### config.mk
export PLATFORM = sky130hd
export DESIGN_NAME = round_robin_time_slice_scheduler_core
export DESIGN_NICKNAME = d
export VERILOG_FILES = /design/src/rtl/rrts_pkg.sv /design/src/rtl/round_robin_time_slice_scheduler_core.sv /design/src/rtl/rrts_ram.sv /design/src/rtl/rrts_ptr.sv
export SDC_FILE = /design/constraint.sdc
export NUM_CORES = 1
export LEC_CHECK = 0
export BUFFER_PORTS_ARGS = -buffer_cell sky130_fd_sc_hd__buf_2
export CORE_UTILIZATION = 35
export CTS_CLUSTER_SIZE = 25
export DETAILED_ROUTE_END_ITERATION = 10
export SYNTH_ARGS = -nofsm -noshare
export SYNTH_HDL_FRONTEND = slang
export SYNTH_SLANG_ARGS = --single-unit
export TNS_END_PERCENT = 50
### constraint.sdc
create_clock -name clk_i -period 18.45 [get_ports clk_i]
set_input_delay 0 -clock clk_i [delete_from_list [all_inputs] [get_ports clk_i]]
set_output_delay 0 -clock clk_i [all_outputs]
set_load 0.05 [all_outputs]
### src/rtl/rrts_pkg.sv
`default_nettype none
// ----------------------------------------------------------------------------
// rrts_pkg
// Shared types and constants of the round-robin time-slice scheduler.
// ----------------------------------------------------------------------------
package rrts_pkg;

  localparam int unsigned RingDepthDef = 16;
  localparam int unsigned IdW          = 8;
  localparam int unsigned TimeW        = 16;
  localparam int unsigned StatusW      = 3;
  localparam int unsigned PendW        = 5;
  localparam int unsigned EntryW       = IdW + TimeW;

  localparam logic [TimeW-1:0] QuantumReset = TimeW'(4);

  localparam logic OpAdd   = 1'b0;
  localparam logic OpSlice = 1'b1;

  typedef enum logic [StatusW-1:0] {
    ST_ADDED = 3'd0,
    ST_FULL  = 3'd1,
    ST_RUN   = 3'd2,
    ST_DONE  = 3'd3,
    ST_EMPTY = 3'd4
  } status_e;

  typedef enum logic {
    S_IDLE,
    S_READ
  } state_e;

  typedef struct packed {
    logic push;
    logic pop;
  } ring_op_t;

endpackage
`default_nettype wire

### src/rtl/round_robin_time_slice_scheduler_core.sv
// add, full and empty-slice words: result registered in the cycle after accept
// slice of a pending task: result passes the ring RAM read register, then the output register
// throughput: one word per cycle for adds while the output is taken; a slice holds off new words until its result loads
// reset clears indexes, count and output valid; quantum returns to 4
// ring RAM is not cleared, only written entries are ever read
`default_nettype none
// ----------------------------------------------------------------------------
// round_robin_time_slice_scheduler_core
// Ring of pending tasks in one RAM; add appends, slice runs the front task
// for up to one quantum and requeues it while time remains.
// ----------------------------------------------------------------------------
module round_robin_time_slice_scheduler_core #(
  parameter int unsigned RING_DEPTH = rrts_pkg::RingDepthDef
) (
  input  wire logic                          clk_i,
  input  wire logic                          rst_ni,
  input  wire logic                          cfg_we_i,
  input  wire logic [rrts_pkg::TimeW-1:0]    cfg_wdata_i,
  input  wire logic                          in_valid_i,
  output logic                               in_ready_o,
  input  wire logic                          operation_i,
  input  wire logic [rrts_pkg::IdW-1:0]      task_id_i,
  input  wire logic [rrts_pkg::TimeW-1:0]    burst_time_i,
  output logic                               out_valid_o,
  input  wire logic                          out_ready_i,
  output logic      [rrts_pkg::StatusW-1:0]  status_o,
  output logic      [rrts_pkg::IdW-1:0]      served_id_o,
  output logic      [rrts_pkg::TimeW-1:0]    run_time_o,
  output logic      [rrts_pkg::TimeW-1:0]    time_left_o,
  output logic      [rrts_pkg::PendW-1:0]    pending_count_o
);

  import rrts_pkg::*;

  localparam int unsigned IW = $clog2(RING_DEPTH);
  localparam int unsigned CW = $clog2(RING_DEPTH + 1);
  localparam logic [CW-1:0] FullCnt = CW'(RING_DEPTH);

  state_e            state_q, state_d;
  logic [TimeW-1:0]  quantum_q;
  ring_op_t          ring_op;
  logic [IW-1:0]     front, back;
  logic [CW-1:0]     count;

  logic              ram_we, ram_re;
  logic [EntryW-1:0] ram_wdata, ram_rdata;

  logic              accept;
  logic              load_out;
  status_e           res_status;
  logic [IdW-1:0]    res_id;
  logic [TimeW-1:0]  res_ran, res_left;
  logic [PendW-1:0]  res_pend;

  logic [IdW-1:0]    rd_id;
  logic [TimeW-1:0]  rd_rem, ran, left;

  logic              out_valid_q;
  status_e           status_q;
  logic [IdW-1:0]    served_q;
  logic [TimeW-1:0]  ran_q, left_q;
  logic [PendW-1:0]  pend_q;

  rrts_ram #(
    .WIDTH (EntryW),
    .DEPTH (RING_DEPTH)
  ) u_ring_ram (
    .clk_i   (clk_i),
    .we_i    (ram_we),
    .waddr_i (back),
    .wdata_i (ram_wdata),
    .re_i    (ram_re),
    .raddr_i (front),
    .rdata_o (ram_rdata)
  );

  rrts_ptr #(
    .RING_DEPTH (RING_DEPTH)
  ) u_ptr (
    .clk_i   (clk_i),
    .rst_ni  (rst_ni),
    .op_i    (ring_op),
    .front_o (front),
    .back_o  (back),
    .count_o (count)
  );

  assign rd_id  = ram_rdata[EntryW-1:TimeW];
  assign rd_rem = ram_rdata[TimeW-1:0];
  assign ran    = (rd_rem < quantum_q) ? rd_rem : quantum_q;
  assign left   = rd_rem - ran;

  always_comb begin
    state_d      = state_q;
    in_ready_o   = 1'b0;
    accept       = 1'b0;
    ram_we       = 1'b0;
    ram_re       = 1'b0;
    ram_wdata    = {task_id_i, burst_time_i};
    ring_op      = '0;
    load_out     = 1'b0;
    res_status   = ST_ADDED;
    res_id       = '0;
    res_ran      = '0;
    res_left     = '0;
    res_pend     = PendW'(count);
    unique case (state_q)
      S_IDLE: begin
        in_ready_o = !out_valid_q || out_ready_i;
        accept     = in_valid_i && in_ready_o;
        if (accept) begin
          if (operation_i == OpAdd) begin
            load_out = 1'b1;
            if (count == FullCnt) begin
              res_status = ST_FULL;
            end else begin
              ram_we       = 1'b1;
              ring_op.push = 1'b1;
              res_status   = ST_ADDED;
              res_pend     = PendW'(count + CW'(1));
            end
          end else if (count == '0) begin
            load_out   = 1'b1;
            res_status = ST_EMPTY;
            res_pend   = '0;
          end else begin
            ram_re  = 1'b1;
            state_d = S_READ;
          end
        end
      end
      S_READ: begin
        load_out    = 1'b1;
        ring_op.pop = 1'b1;
        res_id      = rd_id;
        res_ran     = ran;
        res_left    = left;
        ram_wdata   = {rd_id, left};
        if (left != '0) begin
          ram_we       = 1'b1;
          ring_op.push = 1'b1;
          res_status   = ST_RUN;
        end else begin
          res_status = ST_DONE;
          res_pend   = PendW'(count - CW'(1));
        end
        state_d = S_IDLE;
      end
      default: state_d = S_IDLE;
    endcase
  end

  always_ff @(posedge clk_i or negedge rst_ni) begin
    if (!rst_ni) begin
      state_q     <= S_IDLE;
      quantum_q   <= QuantumReset;
      out_valid_q <= 1'b0;
    end else begin
      state_q <= state_d;
      if (cfg_we_i) begin
        quantum_q <= cfg_wdata_i;
      end
      if (load_out) begin
        out_valid_q <= 1'b1;
      end else if (out_ready_i) begin
        out_valid_q <= 1'b0;
      end
    end
  end

  always_ff @(posedge clk_i) begin
    if (load_out) begin
      status_q <= res_status;
      served_q <= res_id;
      ran_q    <= res_ran;
      left_q   <= res_left;
      pend_q   <= res_pend;
    end
  end

  assign out_valid_o     = out_valid_q;
  assign status_o        = status_q;
  assign served_id_o     = served_q;
  assign run_time_o      = ran_q;
  assign time_left_o     = left_q;
  assign pending_count_o = pend_q;

endmodule
`default_nettype wire

### src/rtl/rrts_ram.sv
`default_nettype none
// ----------------------------------------------------------------------------
// rrts_ram
// Generic single-write, single-read synchronous RAM with registered read.
// ----------------------------------------------------------------------------
module rrts_ram #(
  parameter int unsigned WIDTH = 8,
  parameter int unsigned DEPTH = 16,
  localparam int unsigned AW   = $clog2(DEPTH)
) (
  input  wire logic             clk_i,
  input  wire logic             we_i,
  input  wire logic [AW-1:0]    waddr_i,
  input  wire logic [WIDTH-1:0] wdata_i,
  input  wire logic             re_i,
  input  wire logic [AW-1:0]    raddr_i,
  output logic      [WIDTH-1:0] rdata_o
);

  logic [WIDTH-1:0] mem [DEPTH];
  logic [WIDTH-1:0] rdata_q;

  always_ff @(posedge clk_i) begin
    if (we_i) begin
      mem[waddr_i] <= wdata_i;
    end
    if (re_i) begin
      rdata_q <= mem[raddr_i];
    end
  end

  assign rdata_o = rdata_q;

endmodule
`default_nettype wire

### src/rtl/rrts_ptr.sv
`default_nettype none
// ----------------------------------------------------------------------------
// rrts_ptr
// Front and back indexes and task count of the ring.
// ----------------------------------------------------------------------------
module rrts_ptr #(
  parameter int unsigned RING_DEPTH = 16,
  localparam int unsigned IW        = $clog2(RING_DEPTH),
  localparam int unsigned CW        = $clog2(RING_DEPTH + 1)
) (
  input  wire logic              clk_i,
  input  wire logic              rst_ni,
  input  wire rrts_pkg::ring_op_t op_i,
  output logic      [IW-1:0]     front_o,
  output logic      [IW-1:0]     back_o,
  output logic      [CW-1:0]     count_o
);

  import rrts_pkg::*;

  localparam logic [IW-1:0] LastIdx = IW'(RING_DEPTH - 1);

  logic [IW-1:0] front_q, front_d;
  logic [IW-1:0] back_q, back_d;
  logic [CW-1:0] count_q, count_d;

  function automatic logic [IW-1:0] next_slot(input logic [IW-1:0] i);
    next_slot = (i == LastIdx) ? '0 : i + IW'(1);
  endfunction

  always_comb begin
    front_d = op_i.pop  ? next_slot(front_q) : front_q;
    back_d  = op_i.push ? next_slot(back_q)  : back_q;
    unique case ({op_i.push, op_i.pop})
      2'b10:   count_d = count_q + CW'(1);
      2'b01:   count_d = count_q - CW'(1);
      default: count_d = count_q;
    endcase
  end

  always_ff @(posedge clk_i or negedge rst_ni) begin
    if (!rst_ni) begin
      front_q <= '0;
      back_q  <= '0;
      count_q <= '0;
    end else begin
      front_q <= front_d;
      back_q  <= back_d;
      count_q <= count_d;
    end
  end

  assign front_o = front_q;
  assign back_o  = back_q;
  assign count_o = count_q;

endmodule
`default_nettype wire
Word level (Yosys, flattened, before mapping)
Memory sizes are Yosys's and may differ from the RTL's. A register that Yosys moved wholly into a read port is not among the register bits.
Index checks and enable logic that the tools add are counted.
{ "op_classes": {"add_sub_neg": 5, "mul": 0, "div": 0, "order_cmp": 1, "eq_ne": 5, "n_shift": 0, "muxes": 37, "bitwise": 1, "reduce_logical": 7} }
{ "ops": {"columns": ["op", "count"], "rows": [
  ["$mux W5", 5],
  ["$mux W24", 1],
  ["$pmux W5 S2", 2],
  ["$mux W1", 19],
  ["$lt A16 B16 Y1", 1],
  ["$mux W16", 1],
  ["$reduce_bool A16 Y1", 1],
  ["$sub A16 B16 Y16", 1],
  ["$mux W3", 3],
  ["$add A4 B1 Y4 const B", 2],
  ["$eq A4 B4 Y1 const B", 2],
  ["$mux W4", 2],
  ["$pmux W1 S2", 3],
  ["$pmux W3 S2", 1],
  ["$add A5 B1 Y5 const B", 1],
  ["$eq A5 B5 Y1 const B", 1],
  ["$logic_not A5 Y1", 1],
  ["$sub A5 B1 Y5 const B", 1],
  ["$reduce_bool A2 Y1", 2],
  ["$eq A2 B1 Y1 const B", 1],
  ["$eq A2 B2 Y1 const B", 1],
  ["$logic_and A1 B1 Y1", 1],
  ["$logic_not A1 Y1", 1],
  ["$logic_or A1 B1 Y1", 1],
  ["$not A1 Y1", 1]
]} }
{ "word_totals": {"regBits": 79, "latch_bits": 0, "mem_bits_rw": 384, "rom_bits": 0, "inputBits": 46, "out_inout_bits": 50, "word_cells": 68, "memories": 1} }
{ "mem_list": {"columns": ["memory", "words", "width", "read_ports", "rd_ports_with_merged_regs", "wr", "line", "rtl"], "rows": [
  ["u_ring_ram.mem", 16, 24, 1, 1, 1, "rrts_ram.sv:20", "logic [WIDTH-1:0] mem [DEPTH];"]
]} }

Longest topological paths before layout
Gate-level depths: netlist (run 1).
{ "depth": {"word_depth": 8, "mapped_depth": 24, "depth_no_buf": 21} }

Hierarchy
A second synthesis (run 1) with hierarchy kept.
{ "unflattened": {"cells_unflattened": 1162, "area_unflattened_um2": 20354.5} }
{ "modules_own_cells": {"columns": ["mod", "instances", "cells_per_inst", "area_each_um2", "seq_area_each_um2"], "rows": [
  ["rrts_ram", 1, 636, 15170.8, 12251.8],
  ["round_robin_time_slice_scheduler_core", 1, 454, 4448.0, 1893.1],
  ["rrts_ptr", 1, 72, 735.7, 325.3]
]} }

Worst setup path before layout (run 1)
No wires, ideal clock.
{ "synth_path": {"path_type": "register -> register", "from": "register u_ring_ram.rdata_q[1] (netlist: u_ring_ram.rdata_o[1]), read port of u_ring_ram.mem", "to": "memory u_ring_ram.mem[1][0] (netlist bit), enable pin", "setup_ns": 0.466, "arrival_time_ns": 7.415, "required_ns": 17.984, "path_slack_ns": 10.569, "stages_incl_launch_ff": 18, "n_path_buf": 2, "synth_period_minus_slack_ns": 7.881, "cell_sequence": "edfxtp_1 -> ha_1 -> a2111oi_1 -> nor3_2 -> nor3_1 -> clkbuf_1 -> mux2i_1 -> ha_1 -> or4_1 -> o21ai_0 -> o21ai_0 -> a221oi_4 -> mux2i_1 -> nor4_1 -> a31oi_1 -> or2_1 -> buf_6 -> nor4bb_1"} }
{ "synth_via": {"elab_chain_cells": 8} }
{ "synth_lines": {"columns": ["item", "line", "rtl"], "rows": [
  ["start: declaration", "rrts_ram.sv:21", "logic [WIDTH-1:0] rdata_q;"],
  ["$lt A16 B16 Y1", "round_robin_time_slice_scheduler_core.sv:90", "assign ran = (rd_rem < quantum_q) ? rd_rem : quantum_q;"],
  ["$mux W16", "round_robin_time_slice_scheduler_core.sv:90", null],
  ["$sub A16 B16 Y16 *", "round_robin_time_slice_scheduler_core.sv:91", "assign left = rd_rem - ran;"],
  ["$reduce_bool A16 Y1 *", "round_robin_time_slice_scheduler_core.sv:139", "if (left != '0) begin"],
  ["$mux W1 *", "round_robin_time_slice_scheduler_core.sv:139", null],
  ["$pmux W1 S2 *", "round_robin_time_slice_scheduler_core.sv:107", "unique case (state_q)"],
  ["$mux W1 *", "rrts_ram.sv:24", "if (we_i) begin"],
  ["$mux W1 (implied by the code) *", "rrts_ram.sv:25", "mem[waddr_i] <= wdata_i;"],
  ["end: declaration", "rrts_ram.sv:20", null]
]} }
Mark *: on every way between the ends. The rest lies on a longest branch, timed or not.

Worst setup path in the final report (run 1)
{ "layout_path": {"from": "register quantum_q[15]", "to": "memory u_ring_ram.mem[9][22] (netlist bit), enable pin"} }
{ "layout_via": {"elab_chain_cells": 8} }
{ "layout_lines": {"columns": ["item", "line", "rtl"], "rows": [
  ["start: declaration", "round_robin_time_slice_scheduler_core.sv:40", "logic [TimeW-1:0] quantum_q;"],
  ["start signal: assignment", "round_robin_time_slice_scheduler_core.sv:156", "quantum_q <= QuantumReset;"],
  ["start signal: assignment", "round_robin_time_slice_scheduler_core.sv:161", "quantum_q <= cfg_wdata_i;"],
  ["$lt A16 B16 Y1", "round_robin_time_slice_scheduler_core.sv:90", null],
  ["$mux W16", "round_robin_time_slice_scheduler_core.sv:90", null],
  ["named net ran[0]", "round_robin_time_slice_scheduler_core.sv:56", "logic [TimeW-1:0] rd_rem, ran, left;"],
  ["$sub A16 B16 Y16", "round_robin_time_slice_scheduler_core.sv:91", null],
  ["$reduce_bool A16 Y1", "round_robin_time_slice_scheduler_core.sv:139", null],
  ["$mux W1", "round_robin_time_slice_scheduler_core.sv:139", null],
  ["$pmux W1 S2", "round_robin_time_slice_scheduler_core.sv:107", null],
  ["$mux W1", "rrts_ram.sv:24", null],
  ["$mux W1 (implied by the code)", "rrts_ram.sv:25", null]
]} }
The timed path passes the listed nets, and every way through them passes these cells.

==> out/qor.yml, run 1 <==
power_and_ir_drop:
  ir_drop_v: 0.0000852
  leakage_nw: 8.09
  pwr_density_cell_mw_per_mm2: 141
  p_total_mw: 3.34
min_path:
  holdPathEnd: "quantum_q[0]$_DFFE_PN0P_"
  hold_path_startpoint: "cfg_we_i"
  hold_path_class: "input pin to flip-flop"
  hold_depth: 2
finish:
  stdcell_count: 2014
  n_fill_cell: 4967
  nets: 1303
  multi_input_area_mm2: 0.00531
  regArea_mm2: 0.0145
  insertedDiodeCount: 0
  final_util_pct: 41.8
  drive_above_1_share_pct: 26.3
  areaGrowthSynthToFinish_pct: 17.7
die:
  num_rows: 87
  die_x_um: 241
  die_h_um: 241
  start_util_pct: 35.5
  ios: 96
  die_area_mm2: 0.0583
  core_mm2: 0.0565
yosys:
  synth_area_leaders: "edfxtp_1, mux4_2, dfrtp_1, ha_1, a21o_1"
  yosysMostFrequentCell: "edfxtp_1"
  yosysWarnings: 0
  ys_types: 72
  synth_edf_count: 456
  synthFlopType: "edfxtp_1"
  synth_nets: 1130
  yosysTopAreaCell: "edfxtp_1"
  yosysSeqAreaShare_pct: 72.1
  yosys.area.top_type_share_pct: 68.3
  synthTopCellsByCount: "edfxtp_1, mux4_2, nand2_1"
  synthCells: 1047
  synthesis.area_mm2: 0.0201
  synth_seq_cells: 487
  synth_area_per_cell_um2: 19.2
  synthArstFlopShare_pct: 6.37
worst_setup_path:
  worstSetupStartpointType: "flip-flop"
  crit_path_max_fanout: 19
  path_class: "flip-flop to flip-flop"
  ff2ff_setup_slack_ns: 11.30
  r2r-start: "quantum_q[15]$_DFFE_PN0P_"
  worstPathArrival_ns: 7.39
  worstPathRequired_ns: 18.69
  reg2regPathDepth: 22
  cp-end-kind: "flip-flop"
  r2r-end: "u_ring_ram.mem[9][22]$_DFFE_PP_"
sta:
  tightest_slew_ns: 1.06
  rsz0062_at_grt: "false"
  skew_ns: 0.0198
  finalSetupViolCount: 0
  layout_worst_path_cycle_share_pct: 38.8
  period_needed_ns: 7.15
  clock.fmax_ghz: 0.140
  finalSetupTns_ns: 0
  slew_violations: 0
  slew_headroom_pct: 29.5
  hold_viol: 0
global_route:
  grt_max_degree: 52
  grt-ovfl-total: 0
  grt_pass1_vias: 10713
  groute.usage.overall_pct: 16.5
  antenna_found_initial: 0
  grt_pass1_wl_um: 69600
clock_tree:
  insertion_delay_ns: 0.59
  cts_resized: 0
  cts.path.max_buffers: 3
  numCtsBuffers: 50
  cts.htree.levels: 2
  root_buffer: "clkbuf_16"
  cts_tree: "done"
  path_clk_slew_ns: 0.06
  clock-sinks: 487
drt:
  vias_per_cell: 5.22
  first_pass_iters: 5
  wl_per_cell_um: 23.3
  routed_wl_um: 46800
  drt_iter0_drc: 1028
  ant_nets: 0
  drc_errors: 0
  vias: 10516
place:
  hpwl_um: 27800
  numPortBuffers: 95
  place.gp.congestion: 0.834
  place_inst: 1873
status:
  status: "complete, no violations"
run:
  drv_cap: 0
-- power breakdown --
group	switching, mW	internal [mW]	total [mW]	leakage (nW)
sequential	0.0839	1.36	1.44	4.53
clock	0.418	0.576	0.994	0.766
combinational	0.500	0.402	0.903	2.80
-- worst max-delay path: stages (launching register included) --
cell      delay [ns]
dfrtp_1         0.39
inv_1           0.08
ha_1            0.33
nand4_2         0.17
or4_4           0.57
or3_1           0.46
nand3_4         0.18
nand2_1         0.06
o21ai_0         0.10
ha_1            0.20
inv_1           0.06
fa_1            0.42
a211oi_1        0.37
o21ai_0         0.24
a31o_2          0.30
nor4_1          0.38
o41ai_1         0.11
a21oi_1         0.18
xor2_1          0.13
a31oi_1         0.39
or2_1           0.53
and4b_1         0.70
buf_4           0.45
-- logic make-up (layout without fill, tap and decap cells) --
logic type	after synthesis	in the layout	share of synthesized area, %
compound gates	131	131	4.53
buf+inv	80	291	1.63
xor+xnor	15	15	0.655
flops	487	487	72.1
simple gates	157	157	4.20
fa+ha+maj	37	37	2.35
mux	140	140	14.5
-- metal layers --
layer	share of wire, %	up-vias	routed length (um)	track usage [%]
met2	48	306	22300	26.6
met3	4.8	65	2260	2.65
met1	46	5521	21500	23.1
li1	-	4624	-	-
met5	0	-	0	0
met4	1.7	0	790	4.35
-- state kept, by name, indices dropped and copies added, names as in the netlist --
signal / count
run_time_o: 16
u_ptr.front_o: 4
out_valid_o: 1
served_id_o: 8
pending_count_o: 5
u_ptr.count_o: 5
state_q: 1
quantum_q: 16
time_left_o: 16
u_ring_ram.rdata_o: 24
u_ring_ram.mem: 384
u_ptr.back_o: 4
status_o: 3
-- through the flow --
stage | hold slack, ns | worst slack [ns] | cell area, um^2
floorplan | -0.296 | 10.57 | 20100
global placement | 0.162 | 11.52 | 21500
detailed placement | 0.159 | 11.40 | 21500
CTS | 0.00957 | 11.34 | 23600
global route | 0.0518 | 10.77 | 23600
finish | 0.0523 | 11.30 | 23600
-- placed cells by master, fill, tap and decap left out, types with 4 or more instances in the layout --
cell           netlist  routed
a21o_1              27      27
a21oi_1             22      22
a31oi_1              5       5
and2_1              18      18
and3_1              10      10
and4_1               4       4
and4b_1              4       4
buf_2                1      95
buf_4                0      25
bufinv_16            0       5
clkbuf_1            36      12
clkbuf_16            0      51
clkinv_1             1      12
dfrtp_1             30      27
dlygate4sd3_1        0      51
edfxtp_1           456     456
ha_1                36      36
inv_1               29      29
mux2i_1             17      17
mux4_2             120     120
nand2_1             40      39
nand2b_1             4       4
nand3_1              6       6
nand4_1              5       5
nor2_1              36      35
nor2b_1              5       5
nor3_1               6       5
nor4_1               4       4
o21a_1               5       5
o21ai_0             36      36
xnor2_1              9       9
xor2_1               6       6
-- worst max path at each step --
stage | start | endpoint | slack [ns] | depth (start not counted)
final | quantum_q[15]$_DFFE_PN0P_ | u_ring_ram.mem[9][22]$_DFFE_PP_ | 11.30 | 22
after global routing | quantum_q[15]$_DFFE_PN0P_ | u_ring_ram.mem[11][22]$_DFFE_PP_ | 10.77 | 22
after detailed placement | u_ring_ram.rdata_o[15]$_DFFE_PP_ | u_ring_ram.mem[11][21]$_DFFE_PP_ | 11.40 | 21
after global placement | u_ring_ram.rdata_o[15]$_DFFE_PP_ | u_ring_ram.mem[11][21]$_DFFE_PP_ | 11.52 | 21
after floorplan | u_ring_ram.rdata_o[1]$_DFFE_PP_ | u_ring_ram.mem[1][0]$_DFFE_PP_ | 10.57 | 17
after CTS | u_ring_ram.rdata_o[15]$_DFFE_PP_ | u_ring_ram.mem[11][22]$_DFFE_PP_ | 11.34 | 21
-- cell type report --
type	instances	area share, %
clock inverters	27	1.14
clock buffers	63	5.60
multi-input cells	480	22.5
repair buffers	171	4.97
well taps	756	4.01
inverters	30	0.477
flip-flops and latches	487	61.3
-- what timing repair did --
action / in CTS / in global routing
hold buffers: 51 / 0
hold endpoints to repair: 58 / 0
buffers inserted: 0 / 0
Note: power is estimated with default switching activity, not from simulation.
==> run 2: changes to the inputs <==
- clock period: 18.45 -> 6.56 ns (I/O delays scaled with it)
==> out/qor.yml, run 2 (same netlist as run 1, synthesis figures left out) <==
clock_tree:
  cts.path.max_buffers: 3  # unchanged
  cts_tree: "done"  # unchanged
  path_clk_slew_ns: 0.06  # about the same
  cts.htree.levels: 2  # unchanged
  clock-sinks: 487  # unchanged
  root_buffer: "clkbuf_16"  # unchanged
  insertion_delay_ns: 0.60  # was 0.59 ns
  post_cts_buffers: 0  # unchanged
  numCtsBuffers: 49  # was 50
worst_setup_path:
  reg2regPathDepth: 18  # was 22
  crit_cells: 18  # was 22
  ff2ff_setup_slack_ns: 0.42  # was 11.30 ns
  r2r-start: "quantum_q[15]$_DFFE_PN0P_"  # unchanged
  crit_path_max_fanout: 17  # was 19
  worstSetupStartpointType: "flip-flop"  # unchanged
  cp-end-kind: "flip-flop"  # unchanged
  worstPathRequired_ns: 6.88  # was 18.69 ns
  worst_path_max_delay_cell: "nor3_4"  # was and4b_1
  cp_num_buf_inv: 2  # was 3
  path_cells: "inv_1, ha_1, a21oi_1, o21ai_0, nor3_4, mux2i_1, ha_1, nor2b_1, o31a_1, o21ai_0, o21ai_0, a221oi_4, mux2_4, a2111oi_4, a31oi_2, or2_4, and4b_1, buf_4"  # was inv_1, ha_1, nand4_2, or4_4, or3_1, nand3_4, nand2_1, o21ai_0, ha_1, inv_1, fa_1, a211oi_1, o21ai_0, a31o_2, nor4_1, o41ai_1, a21oi_1, xor2_1, a31oi_1, or2_1, and4b_1, buf_4
  crit_family: "compound AO/OA/AOI/OAI gates"  # was simple AND/OR/NAND/NOR gates
  worstPathArrival_ns: 6.46  # was 7.39 ns
  r2r-end: "u_ring_ram.mem[5][4]$_DFFE_PP_"  # was u_ring_ram.mem[9][22]$_DFFE_PP_
  max_stage_delay_ns: 0.55  # was 0.70 ns
  crit_path_frequent_cell: "o21ai_0"
  path_class: "flip-flop to flip-flop"  # unchanged
sta:
  slew_headroom_pct: 27.0  # was 29.5%
  tightest_slew_ns: 1.09  # was 1.06 ns
  hold_viol: 0  # unchanged
  clock.fmax_ghz: 0.163  # was 0.140 GHz
  layout_worst_path_cycle_share_pct: 93.6  # was 38.8%
  finalSetupTns_ns: 0  # unchanged
  slew_violations: 0  # unchanged
  rsz0062_at_grt: "false"  # unchanged
  period_needed_ns: 6.14  # was 7.15 ns
  finalSetupViolCount: 0  # unchanged
  skew_ns: 0.0206  # was 0.0198 ns
status:
  status: "complete, no violations"  # unchanged
finish:
  insertedDiodeCount: 0  # unchanged
  max_flop_register: "u_ring_ram.mem"  # unchanged
  layout_common_cells: "edfxtp_1, mux4_2, buf_2"  # unchanged
  final_util_pct: 42.3  # was 41.8%
  largest_register_ffs: 384  # unchanged
  nets: 1321  # was 1303
  final_cell_area_mm2: 0.0239  # was 0.0236 mm^2
  drive_above_1_share_pct: 28.3  # was 26.3%
  areaGrowthSynthToFinish_pct: 19.2  # was 17.7%
  final_common_cell: "edfxtp_1"  # unchanged
drt:
  drc_errors: 0  # unchanged
  routed_wl_um: 47700  # was 46800 um
  m1WireLength_um: 21900  # was 21500 um
  ant_nets: 0  # unchanged
  vias: 10464  # was 10516
  drt_iter0_drc: 996  # was 1028
  first_pass_iters: 5  # unchanged
  wl_met2_um: 22600  # was 22300 um
  vias_per_cell: 5.15  # was 5.22
  wl_met3_um: 2530  # was 2260 um
  wl_per_cell_um: 23.5  # was 23.3 um
  top_layer: "met5"  # was met4
global_route:
  groute.usage.overall_pct: 16.8  # was 16.5%
  grt_max_degree: 55  # was 52
  grt_pass1_wl_um: 70900  # was 69600 um
  grt_pass1_vias: 10819  # was 10713
  antenna_found_initial: 2  # was 0
  grt-ovfl-total: 0  # unchanged
power_and_ir_drop:
  power_frac_comb_pct: 27.5  # was 27.1%
  ir_drop_v: 0.000202  # was 0.0000852 V
  pwr_density_cell_mw_per_mm2: 394  # was 141 mW/mm^2
  leakage_nw: 8.23  # was 8.09 nW
  p_int_mw: 6.51  # was 2.33 mW
  switching_share_pct: 30.9  # was 30.0%
  p_switching_mw: 2.91  # was 1.00 mW
  power_frac_seq_pct: 43.9  # was 43.1%
  clkPwrFrac_pct: 28.7  # was 29.8%
die:
  ios: 96  # unchanged
  die_x_um: 241  # unchanged
  die_area_mm2: 0.0583  # unchanged
  num_rows: 87  # unchanged
  die_h_um: 241  # unchanged
  start_util_pct: 35.5  # unchanged
  core_mm2: 0.0565  # unchanged
place:
  place.gp.congestion: 0.826  # was 0.834
  place_area_mm2: 0.0218  # was 0.0215 mm^2
  hpwl_um: 29700  # was 27800 um
  numPortBuffers: 95  # unchanged
min_path:
  hold_depth: 2  # unchanged
  holdPathEnd: "quantum_q[0]$_DFFE_PN0P_"  # unchanged
  hold_path_startpoint: "cfg_we_i"  # unchanged
  hold_path_class: "input pin to flip-flop"  # unchanged
run:
  drv_cap: 0  # unchanged
==> run 2: cell count changes in the layout (fill, tap and decap cells not counted), sizes merged <==
cell / previous run / this run
buf: 120 / 140
dlygate4sd3: 51 / 50
clkinv: 18 / 23
inv: 32 / 31
bufinv: 5 / 2
clkbuf: 63 / 62
==> run 2: metrics by stage <==
stage / power (mW) / cells / hold WS, ns / setup slack [ns]
after floorplan: 5.90 / 1047 / -0.296 / -0.378
after global placement: 6.75 / 1893 / 0.163 / 0.116
after detailed placement: 6.77 / 1893 / 0.169 / 0.0747
after CTS: 9.51 / 2033 / 0.000478 / 0.0340
after global routing: 9.85 / 2033 / 0.0308 / 0.0839
final: 9.42 / 2033 / 0.0211 / 0.420
==> run 2: power groups by stage <==
stage | clock [mW] | sequential, mW | combinational (mW)
2_1_floorplan | 0 | 4.08 | 1.82
3_3_place_gp | 0 | 4.21 | 2.55
3_5_place_dp | 0 | 4.21 | 2.56
4_1_cts | 2.76 | 4.15 | 2.60
5_1_grt | 2.88 | 4.18 | 2.78
6_report | 2.70 | 4.13 | 2.59
==> run 2: per-layer routing <==
metal,track usage [%],vias up
li1,-,4657
met4,3.30,2
met2,26.5,268
met3,3.41,52
met1,24.2,5485
met5,0,-
==> run 2: worst max-delay path by stage <==
| stage | from | to |
|---|---|---|
| 2_1_floorplan | u_ring_ram.rdata_o[1]$_DFFE_PP_ | u_ring_ram.mem[1][0]$_DFFE_PP_ |
| 3_3_place_gp | u_ring_ram.rdata_o[15]$_DFFE_PP_ | u_ring_ram.mem[3][13]$_DFFE_PP_ |
| 3_5_place_dp | u_ring_ram.rdata_o[15]$_DFFE_PP_ | u_ring_ram.mem[1][13]$_DFFE_PP_ |
| 4_1_cts | u_ring_ram.rdata_o[7]$_DFFE_PP_ | u_ring_ram.mem[1][13]$_DFFE_PP_ |
| 5_1_grt | u_ring_ram.rdata_o[15]$_DFFE_PP_ | u_ring_ram.mem[3][13]$_DFFE_PP_ |
| 6_report | quantum_q[15]$_DFFE_PN0P_ | u_ring_ram.mem[5][4]$_DFFE_PP_ |
==> run 2: layout make-up <==
cell class / instances / area [um^2]
multi-input cells: 480 / 5340
inverters: 30 / 113
clock buffers: 62 / 1330
flip-flops and latches: 487 / 14500
fillers: 4952 / 32600
clock inverters: 28 / 224
repair buffers: 190 / 1480
well taps: 756 / 946
==> run 2: timing repair <==
item / CTS / global route
endpoints found under the setup margin: 0 / 386
hold buffers: 50 / 0
resized for setup: 0 / 7
endpoints found under the hold margin: 57 / 0
==> run 3: changes to the inputs <==
- RECOVER_POWER: default -> 50
==> out/qor.yml, run 3 (same netlist as run 1, synthesis figures left out) <==
status:
  status: "finished, violations left"  # was complete, no violations
  violations: "max-capacitance violations, max-slew violations"
power_and_ir_drop:
  ir_drop_v: 0.000202  # about the same
  p_total_mw: 9.41  # was 9.42 mW
  p_int_mw: 6.51  # about the same
  p_switching_mw: 2.90  # was 2.91 mW
  clkPwrFrac_pct: 28.7  # about the same
  switching_share_pct: 30.8  # was 30.9%
  pwr_density_cell_mw_per_mm2: 396  # was 394 mW/mm^2
  leakage_nw: 8.05  # was 8.23 nW
  power_frac_seq_pct: 43.9  # about the same
  power_frac_comb_pct: 27.4  # was 27.5%
finish:
  layout_common_cells: "edfxtp_1, mux4_2, clkbuf_1"  # was edfxtp_1, mux4_2, buf_2
  largest_register_ffs: 384  # unchanged
  areaGrowthSynthToFinish_pct: 18.6  # was 19.2%
  n_fill_cell: 4966  # was 4952
  final_common_cell: "edfxtp_1"  # unchanged
  nets: 1321  # unchanged
  drive_above_1_share_pct: 23.6  # was 28.3%
  insertedDiodeCount: 0  # unchanged
  max_flop_register: "u_ring_ram.mem"  # unchanged
sta:
  slew_violations: 244  # was 0
  slew_headroom_pct: -104  # was 27.0%
  layout_worst_path_cycle_share_pct: 93.7  # was 93.6%
  setup_ws_ns: 0.413  # was 0.420 ns
  tightest_slew_ns: 3.06  # was 1.09 ns
  rsz0062_at_grt: "false"  # unchanged
  hold_viol: 0  # unchanged
  clock.fmax_ghz: 0.163  # about the same
  hold_slack_ns: 0.00833  # was 0.0211 ns
  period_needed_ns: 6.15  # was 6.14 ns
  finalSetupViolCount: 0  # unchanged
  skew_ns: 0.0206  # about the same
place:
  post-place-ws_ns: 0.0747  # unchanged
  numPortBuffers: 95  # unchanged
  hpwl_um: 29700  # unchanged
  place.gp.congestion: 0.826  # unchanged
global_route:
  grt_max_degree: 55  # unchanged
  grt_pass1_wl_um: 70900  # unchanged
  antenna_found_initial: 2  # unchanged
  grt_pass1_vias: 10819  # unchanged
  groute.usage.overall_pct: 16.8  # unchanged
  grt-ovfl-total: 0  # unchanged
worst_setup_path:
  max_stage_delay_ns: 0.55  # about the same
  cp-end-kind: "flip-flop"  # unchanged
  worstPathArrival_ns: 6.47  # was 6.46 ns
  r2r-end: "u_ring_ram.mem[5][5]$_DFFE_PP_"  # was u_ring_ram.mem[5][4]$_DFFE_PP_
  ff2ff_setup_slack_ns: 0.41  # was 0.42 ns
  worst_path_max_delay_cell: "nor3_4"  # unchanged
  crit_end: "u_ring_ram.mem[5][5]$_DFFE_PP_"  # was u_ring_ram.mem[5][4]$_DFFE_PP_
  r2r-start: "quantum_q[15]$_DFFE_PN0P_"  # unchanged
  crit_path_max_fanout: 17  # unchanged
  reg2regPathDepth: 18  # unchanged
  worstSetupStartpointType: "flip-flop"  # unchanged
  path_cells: "inv_1, ha_1, a21oi_1, o21ai_0, nor3_4, mux2i_1, ha_1, nor2b_1, o31a_1, o21ai_0, o21ai_0, a221oi_4, mux2_4, a2111oi_4, a31oi_2, or2_4, and4b_1, buf_4"  # unchanged
  critPathLaunch: "quantum_q[15]$_DFFE_PN0P_"  # unchanged
  crit_path_frequent_cell: "o21ai_0"  # unchanged
  path_class: "flip-flop to flip-flop"  # unchanged
  worstPathRequired_ns: 6.89  # was 6.88 ns
clock_tree:
  clock-sinks: 487  # unchanged
  insertion_delay_ns: 0.60  # about the same
  post_cts_buffers: 0  # unchanged
  numCtsBuffers: 49  # unchanged
  path_clk_slew_ns: 0.06  # about the same
  cts.htree.levels: 2  # unchanged
  root_buffer: "clkbuf_16"  # unchanged
  cts_tree: "done"  # unchanged
  cts.path.max_buffers: 3  # unchanged
drt:
  routed_wl_um: 47800  # was 47700 um
  ant_nets: 0  # unchanged
  wl_per_cell_um: 23.5  # about the same
  drc_errors: 0  # unchanged
  vias_per_cell: 5.13  # was 5.15
  first_pass_iters: 5  # unchanged
  vias: 10437  # was 10464
  drt_iter0_drc: 1003  # was 996
die:
  start_util_pct: 35.5  # unchanged
  die_x_um: 241  # unchanged
  num_rows: 87  # unchanged
  die_h_um: 241  # unchanged
  ios: 96  # unchanged
  core_mm2: 0.0565  # unchanged
  die_area_mm2: 0.0583  # unchanged
min_path:
  hold_depth: 2  # unchanged
  hold_path_class: "input pin to flip-flop"  # unchanged
run:
  drv_cap: 6  # was 0
[run 3: cell types whose count changed in the layout (fill, tap and decap cells not counted), moves of 2 or more]
cell      before  now
and2_1        18    6
clkbuf_1       9   63
buf_2         95   44
buf_4         32   30
and2_0         0   12
[run 3: metrics by stage]
stage	TNS, ns	utilization (%)	cells	area [um^2]
3_3_place_gp	0	38.6	1893	21800
2_1_floorplan	-18.13	-	1047	20100
4_1_cts	0	42.3	2033	23900
3_5_place_dp	0	38.6	1893	21800
5_1_grt	0	42.1	2033	23800
6_report	0	42.1	2033	23800
[run 3: worst min path at each step]
stage | startpoint | endpoint
floorplan | rst_ni | out_valid_o$_DFFE_PN0P_
global placement | rst_ni | u_ptr.count_o[2]$_DFFE_PN0P_
detailed placement | rst_ni | u_ptr.count_o[2]$_DFFE_PN0P_
CTS | cfg_we_i | quantum_q[0]$_DFFE_PN0P_
global route | cfg_we_i | quantum_q[0]$_DFFE_PN0P_
finish | cfg_we_i | quantum_q[14]$_DFFE_PN0P_
[run 3: cell type report]
type                            count  area [um^2]  share of cell area (%)
Clock inverter                     28          224                   0.941
Timing Repair Buffer              190         1390                    5.84
Tap cell                          756          946                    3.97
Multi-Input combinational cell    480         5330                    22.4
Inverter                           30          113                   0.473
Sequential cell                   487        14500                    60.8
Clock buffer                       62         1330                    5.57
[run 3: worst max-delay path, delay by kind of cell (launching register included)]
kind | cells | cell delay [ns]
flip-flops | 1 | 0.37
adder cells (fa/ha/maj) | 2 | 0.64
buffers and inverters | 2 | 0.30
multiplexers | 2 | 0.81
AND/OR/NAND/NOR | 4 | 1.28
AO/OA/AOI/OAI | 8 | 2.47
[run 3: layer usage]
layer  vias to the layer above  wire length, um  global-route usage [%]  share of wire, %
met5                         -               13                       0             0.027
met4                         2              699                    3.30               1.5
met3                        54             2440                    3.41               5.1
met2                       263            22600                    26.5                47
met1                      5461            22100                    24.2                46
li1                       4657                -                       -                 -
[run 3: power by group through the flow]
stage	clock (mW)	combinational [mW]	sequential [mW]
after floorplan	0	1.82	4.08
after global placement	0	2.55	4.21
after detailed placement	0	2.56	4.21
after CTS	2.76	2.60	4.15
after global routing	2.88	2.79	4.19
final	2.70	2.58	4.13
[run 3: what timing repair did]
item                       in CTS  in global routing
setup endpoints to repair       0                386
hold buffers                   50                  0
hold endpoints to repair       57                  0
gates resized for setup         0                  7
